==> config.mk <==
export PLATFORM = sky130hd
export DESIGN_NAME = knnmc_nbrs
export DESIGN_NICKNAME = d
export VERILOG_FILES = /design/src/rtl/knnmc_pkg.sv /design/src/rtl/knnmc_nbrs.sv
export SDC_FILE = /design/constraint.sdc
export NUM_CORES = 1
export LEC_CHECK = 0
export BUFFER_PORTS_ARGS = -buffer_cell sky130_fd_sc_hd__buf_2
export CELL_PAD_IN_SITES_DETAIL_PLACEMENT = 2
export CELL_PAD_IN_SITES_GLOBAL_PLACEMENT = 2
export CORE_MARGIN = 10
export CORE_UTILIZATION = 42
export CTS_BUF_LIST = sky130_fd_sc_hd__clkbuf_2
export DETAILED_ROUTE_END_ITERATION = 10
export GPL_ROUTABILITY_DRIVEN = 0
export GPL_TIMING_DRIVEN = 0
export HOLD_SLACK_MARGIN = 0.02
export PLACE_DENSITY_LB_ADDON = 0.1
export SYNTH_ARGS = -nofsm -noshare
export SYNTH_HDL_FRONTEND = slang
export SYNTH_SLANG_ARGS = --single-unit
export TNS_END_PERCENT = 30
==> constraint.sdc <==
create_clock -name clk -period 5.13 [get_ports clk]
set_input_delay 0.513 -clock clk [delete_from_list [all_inputs] [get_ports clk]]
set_output_delay 0.513 -clock clk [all_outputs]
set_load 0.1 [all_outputs]
==> src/rtl/knnmc_pkg.sv <==
// Package for the k-nearest-neighbour classifier.
// Holds the shared widths, codes and the structs between the distance unit,
// the neighbour list and the top level. Depends on nothing.
package knnmc_pkg;

	localparam int FEAT_W = 16;
	localparam int DIST_W = 20;
	localparam int CNT_W  = 5;

	localparam logic [DIST_W-1:0] DIST_ONES = '1;

	typedef enum logic {
		CMD_LOAD  = 1'b0,
		CMD_QUERY = 1'b1
	} cmd_t;

	localparam logic REG_ROWS      = 1'b0;
	localparam logic REG_NEIGHBORS = 1'b1;

	typedef struct packed {
		logic valid;
		logic first;
		logic last;
	} issue_t;

	typedef struct packed {
		logic              done;
		logic [DIST_W-1:0] distance;
		logic              cls;
	} row_res_t;

	typedef struct packed {
		logic              clear;
		logic              insert;
		logic [DIST_W-1:0] distance;
		logic              cls;
		logic [CNT_W-1:0]  kept;
	} nbr_ctl_t;

	typedef struct packed {
		logic [CNT_W-1:0]  ones;
		logic [CNT_W-1:0]  zeros;
		logic [DIST_W-1:0] nearest;
	} nbr_sum_t;

endpackage

==> src/rtl/knnmc_nbrs.sv <==
// Sorted list of the nearest rows, one insertion per cycle, and the vote count.
// Every slot compares the new distance in parallel and shifts or loads itself.
// Depends on knnmc_pkg.
module knnmc_nbrs import knnmc_pkg::*; #(
	parameter int NEIGHBORS = 8
) (
	input  logic     clk,
	input  logic     arst_n,
	input  nbr_ctl_t ctl,
	output nbr_sum_t sum
);

	logic [DIST_W-1:0]  dist_q [NEIGHBORS];
	logic [NEIGHBORS-1:0] cls_q;
	logic [NEIGHBORS-1:0] vld_q;
	logic [NEIGHBORS-1:0] hit;
	logic [NEIGHBORS-1:0] first;
	logic [DIST_W-1:0]  prev_dist [NEIGHBORS];
	logic [NEIGHBORS-1:0] prev_cls;
	logic [NEIGHBORS-1:0] prev_vld;

	for (genvar i = 0; i < NEIGHBORS; i++) begin : g_slot
		assign hit[i] = (CNT_W'(i) < ctl.kept) && (!vld_q[i] || ctl.distance < dist_q[i]);
		if (i == 0) begin : g_head
			assign first[i]     = hit[i];
			assign prev_dist[i] = ctl.distance;
			assign prev_cls[i]  = ctl.cls;
			assign prev_vld[i]  = 1'b1;
		end else begin : g_tail
			assign first[i]     = hit[i] && !hit[i-1];
			assign prev_dist[i] = dist_q[i-1];
			assign prev_cls[i]  = cls_q[i-1];
			assign prev_vld[i]  = vld_q[i-1];
		end
	end

	always_ff @(posedge clk or negedge arst_n) begin
		if (!arst_n) begin
			vld_q <= '0;
			cls_q <= '0;
			for (int i = 0; i < NEIGHBORS; i++) begin
				dist_q[i] <= DIST_ONES;
			end
		end else if (ctl.clear) begin
			vld_q <= '0;
			for (int i = 0; i < NEIGHBORS; i++) begin
				dist_q[i] <= DIST_ONES;
			end
		end else if (ctl.insert) begin
			for (int i = 0; i < NEIGHBORS; i++) begin
				if (hit[i]) begin
					dist_q[i] <= first[i] ? ctl.distance : prev_dist[i];
					cls_q[i]  <= first[i] ? ctl.cls : prev_cls[i];
					vld_q[i]  <= first[i] ? 1'b1 : prev_vld[i];
				end
			end
		end
	end

	always_comb begin
		sum.ones  = '0;
		sum.zeros = '0;
		for (int i = 0; i < NEIGHBORS; i++) begin
			sum.ones  = sum.ones + CNT_W'(vld_q[i] && cls_q[i]);
			sum.zeros = sum.zeros + CNT_W'(vld_q[i] && !cls_q[i]);
		end
		sum.nearest = vld_q[0] ? dist_q[0] : DIST_ONES;
	end

endmodule

# --- After elaboration in Yosys (flattened, before gate mapping) ---
# Cells that the tools add are included.
# W data, S select, Z words.
totals:
  ff_bits: 176
  inputBits: 30
classes:
  add_sub_neg: 14
  n_lt_le_gt_ge: 16
  muxes: 42
  bitwise_logic: 1
  reduce_logical: 87
ops:
  columns: ["op", "n"]
  rows:
  - ["$mux W160", 2]
  - ["$mux W20", 16]
  - ["$lt A20 B20 Y1", 8]
  - ["$logic_and A1 B1 Y1", 31]
  - ["$add A5 B1 Y5", 6]
  - ["$reduce_and A3 Y1", 8]
  - ["$logic_not A1 Y1", 23]
  - ["$mux W1", 22]
  - ["$lt A3 B5 Y1 const A", 4]
  - ["$reduce_bool A2 Y1", 9]
  - ["$mux W8", 2]
  - ["$reduce_and A2 Y1", 8]
  - ["$add A4 B1 Y5", 2]
  - ["$lt A1 B5 Y1 const A", 2]
  - ["$lt A2 B5 Y1 const A", 2]
  - ["$add A3 B1 Y4", 2]
  - ["$logic_or A1 B1 Y1", 8]
  - ["$add A2 B1 Y3", 2]
  - ["$add A1 B1 Y2", 2]
  - ["$not A1 Y1", 1]

# --- Depth between registers and ports, before layout ---
logic_depth:
  depth_word: 9
  depth_mapped: 12
  ltp_nobuf: 9

# --- Worst setup path before layout ---
# Ideal clock, no wire load.
synth_path:
  path_kind: "register to output"
  startpoint: "register vld_q[0]"
  endpoint: "output port sum[27] (netlist bit)"
  t_arrival_ns: 4.539
  setup_slack_ns: 0.078
  path_stages_with_launch: 11
  path_buffers: 2
  path_cell_list: "dfrtp_1 clkbuf_1 clkbuf_1 nand2_1 fa_1 fa_1 fa_1 inv_1 ha_1 fa_1 xor2_1"
synth_rtl:
  columns: ["element", "line", "source"]
  rows:
  - ["from (decl)", "knnmc_nbrs.sv:15", "logic [NEIGHBORS-1:0] vld_q;"]
  - ["from (signal, indexed assignment)", "knnmc_nbrs.sv:54", "vld_q[i] <= first[i] ? 1'b1 : prev_vld[i];"]
  - ["to (decl)", "knnmc_nbrs.sv:10", "output nbr_sum_t sum"]

==> results.toml <==
[run_status]
status = "complete, no violations"

[place]
io_buffers = 57
post-dp-hpwl_mm = 33.9
dp.cells = 1790

[grt]
track_usage_pct = 21.9
grt_pass1_wl_mm = 66.9
grt_pass1_vias = 12100
antenna_found_initial = 1
grt_max_degree = 92
gr-total-overflow = 0

[setup_path]
crit_type = "reg -> out"
r2r_slack_ns = 1.60
crit_fanout = 10
reg2regPathDepth = 10
crit_path_cell_trace = "buf_4, nand2_1, fa_1, fa_1, fa_1, inv_1, ha_1, fa_1, xor2_1, buf_6"
max_stage_delay_ns = 0.57
slowest_stage = "fa_1"
cp.required_ns = 4.62
crit_arrival_ns = 4.43
crit_path_start_kind = "flop"
endpoint_kind = "output pin"
r2r_start = "dist_q[17]$_DFFE_PN1P_"
critPathMostFrequentCell = "fa_1"
r2r-end = "dist_q[2]$_DFFE_PN1P_"

[clock_tree]
cts_tree = "built"
clockBufferDepth = 2
clock_sinks = 176
cts_made_buffers = 17
cts-htree-levels = 4
cts-root-buf = "clkbuf_2"
clk_pin_slew_ns = 0.29
insertion_delay_ns = 0.81

[logic_synthesis]
synth_area_sq_um = 12800
synth_ff_type = "dfstp_2"
ys_seq_area_share_pct = 36.0
synth.most_common_cell = "inv_1"
synth_area_leaders = "dfstp_2 (33%), ha_1 (15%), mux2i_1 (6.3%)"
yosys_warnings = 0
synth_seq_cells = 176
synth-edff-count = 0
synth_top_area_share_pct = 32.8
syn_avg_cell_area_sq_um = 9.55
yosys-top-cells-count = "inv_1 (171), dfstp_2 (160), ha_1 (158)"
synth_top_area_cell = "dfstp_2"
async_flop_share_pct = 100
synthCells = 1341
yosysUniqueCellTypes = 72

[power_and_ir_drop]
power_frac_comb_pct = 23.1
pwr-share-seq_pct = 51.6
p_clk_share_pct = 25.3
p_int_uw = 1950
power_density_nw_per_um2 = 215
power_uw = 2990
peakVddDrop_uv = 113
power.leakage_uw = 0.00720
power.switching_uw = 1040
p_sw_share_pct = 34.8

[worst_hold_path]
min_path_cells = 4
holdPathEnd = "dist_q[49]$_DFFE_PN1P_"
min-delay-start = "ctl[26]"
hp-class = "in -> reg"

[layout]
layout-area-overhead-vs-synth_pct = 8.66
final_nets = 1620
nFillCells = 3233
layout-drive-gt1-share_pct = 22.6
fin_cells = 1828

[die]
die_area_sq_um = 37900
coreArea_sq_um = 29900
placementRows = 63
io-pin-count = 60
die_h_um = 195
die_w_um = 195
start_util_pct = 42.9

[detailed_routing]
via_per_inst = 5.77
drt_iter0_drc = 443
final_antenna_net_count = 0
wirelength_mm = 41.4
num_vias = 10600
dr.pass1.iters = 7
drc = 0
wl_per_cell_um = 22.7

[timing]
skew_ns = 0.0535
setup_viol = 0
period_needed_ns = 4.94
fmax_mhz = 202
slew_headroom_pct = 28.7
tightest_slew_ns = 1.04
setup_tns_ns = 0
min_period_over_period_pct = 96.4
drv_slew = 0
hold-worst-slack_ns = 0.230
hold_viol = 0

[flow_run]
drv_cap = 0
-- layout make-up --
class,instances,area (sq um),area share [%]
clock buffers,22,110,0.791
clock inverters,10,115,0.827
repair buffers,64,387,2.78
well taps,390,488,3.51
inverters,171,642,4.61
diodes,1,2.50,0.0180
flip-flops and latches,176,4610,33.1
plain buffers,90,427,3.07
multi-input cells,904,7140,51.3
-- sequential cells by signal, summed over array words and instances, names as in the netlist --
| name | cells |
|---|---|
| dist_q | 160 |
| cls_q | 8 |
| vld_q | 8 |
-- power groups by stage --
| stage | logic, uW | clock network (uW) | registers, uW |
|---|---|---|---|
| after CTS | 698 | 783 | 1540 |
| final | 691 | 755 | 1540 |
| after global placement | 653 | 0 | 1550 |
| after floorplan | 464 | 0 | 1540 |
| after detailed placement | 688 | 0 | 1560 |
| after global routing | 765 | 821 | 1560 |
-- placed cells by master, fill, tap and decap left out, types with 5 or more instances in the layout --
master and n:
a211oi_1 9, a21boi_0 21, a21o_1 5, a21oi_1 101, a22oi_1 23, a2bb2oi_1 60, a31oi_1 6, a32oi_2 19
and3_1 21, buf_2 76, buf_4 10, buf_6 5, clkbuf_1 56, clkbuf_2 23, dfrtp_1 15, dfstp_2 160
fa_1 8, ha_1 158, inv_1 171, mux2_2 8, mux2i_1 80, nand2_1 81, nand2b_1 12, nand3_1 29
nand4_1 11, nor2_1 70, nor3_1 14, o21ai_0 57, o22a_1 20, o32a_1 20
-- through the flow --
stage / area [sq um] / util [%] / worst slack, ns
floorplan: 12800 / - / 0.0784
global placement: 13600 / 45.5 / 0.320
detailed placement: 13600 / 45.6 / 0.206
CTS: 13900 / 46.5 / 0.0499
global route: 13900 / 46.6 / -0.00294
finish: 13900 / 46.6 / 0.187
-- logic make-up (layout without fill, tap and decap cells) --
family	count (synthesis)	in the layout	synth area share, %
AND/OR/NAND/NOR	256	256	9.24
buffers and inverters	262	357	8.34
XOR/XNOR	2	2	0.137
multiplexers	88	88	6.96
other	1	3	0.0293
adder cells (fa/ha/maj)	166	166	16.7
flip-flops	176	176	36.0
AO/OA/AOI/OAI	390	390	22.6
-- routing by layer --
layer | wire length, um | global-route usage [%] | share of wire (%)
met5 | 0 | 0 | 0
met4 | 646 | 5.22 | 1.6
met3 | 726 | 2.63 | 1.8
met2 | 21400 | 39.4 | 52
met1 | 18700 | 27.0 | 45
-- worst max path at each step --
| stage | from | to | depth (start not counted) |
|---|---|---|---|
| 2_1_floorplan | vld_q[0]$_DFFE_PN0P_ | sum[27] | 10 |
| 3_3_place_gp | vld_q[0]$_DFFE_PN0P_ | sum[27] | 11 |
| 3_5_place_dp | vld_q[0]$_DFFE_PN0P_ | sum[27] | 11 |
| 4_1_cts | vld_q[0]$_DFFE_PN0P_ | sum[27] | 10 |
| 5_1_grt | vld_q[0]$_DFFE_PN0P_ | sum[27] | 10 |
| 6_report | vld_q[0]$_DFFE_PN0P_ | sum[27] | 10 |
-- what timing repair did --
| item | CTS | global route |
|---|---|---|
| pin swaps | 0 | 0 |
| setup buffers | 2 | 1 |
| hold endpoints to repair | 32 | 0 |
| endpoints found under the setup margin | 6 | 2 |
| resized for setup | 7 | 3 |
| hold buffers | 3 | 0 |
-- worst max-delay path, delay by kind of cell (launching register included) --
kind	cells	cell delay, ns
adder cells (fa/ha/maj)	5	2.27
buffers and inverters	3	0.51
flip-flops	1	0.48
XOR/XNOR	1	0.21
AND/OR/NAND/NOR	1	0.15
Power figures use the tool's default switching activity.
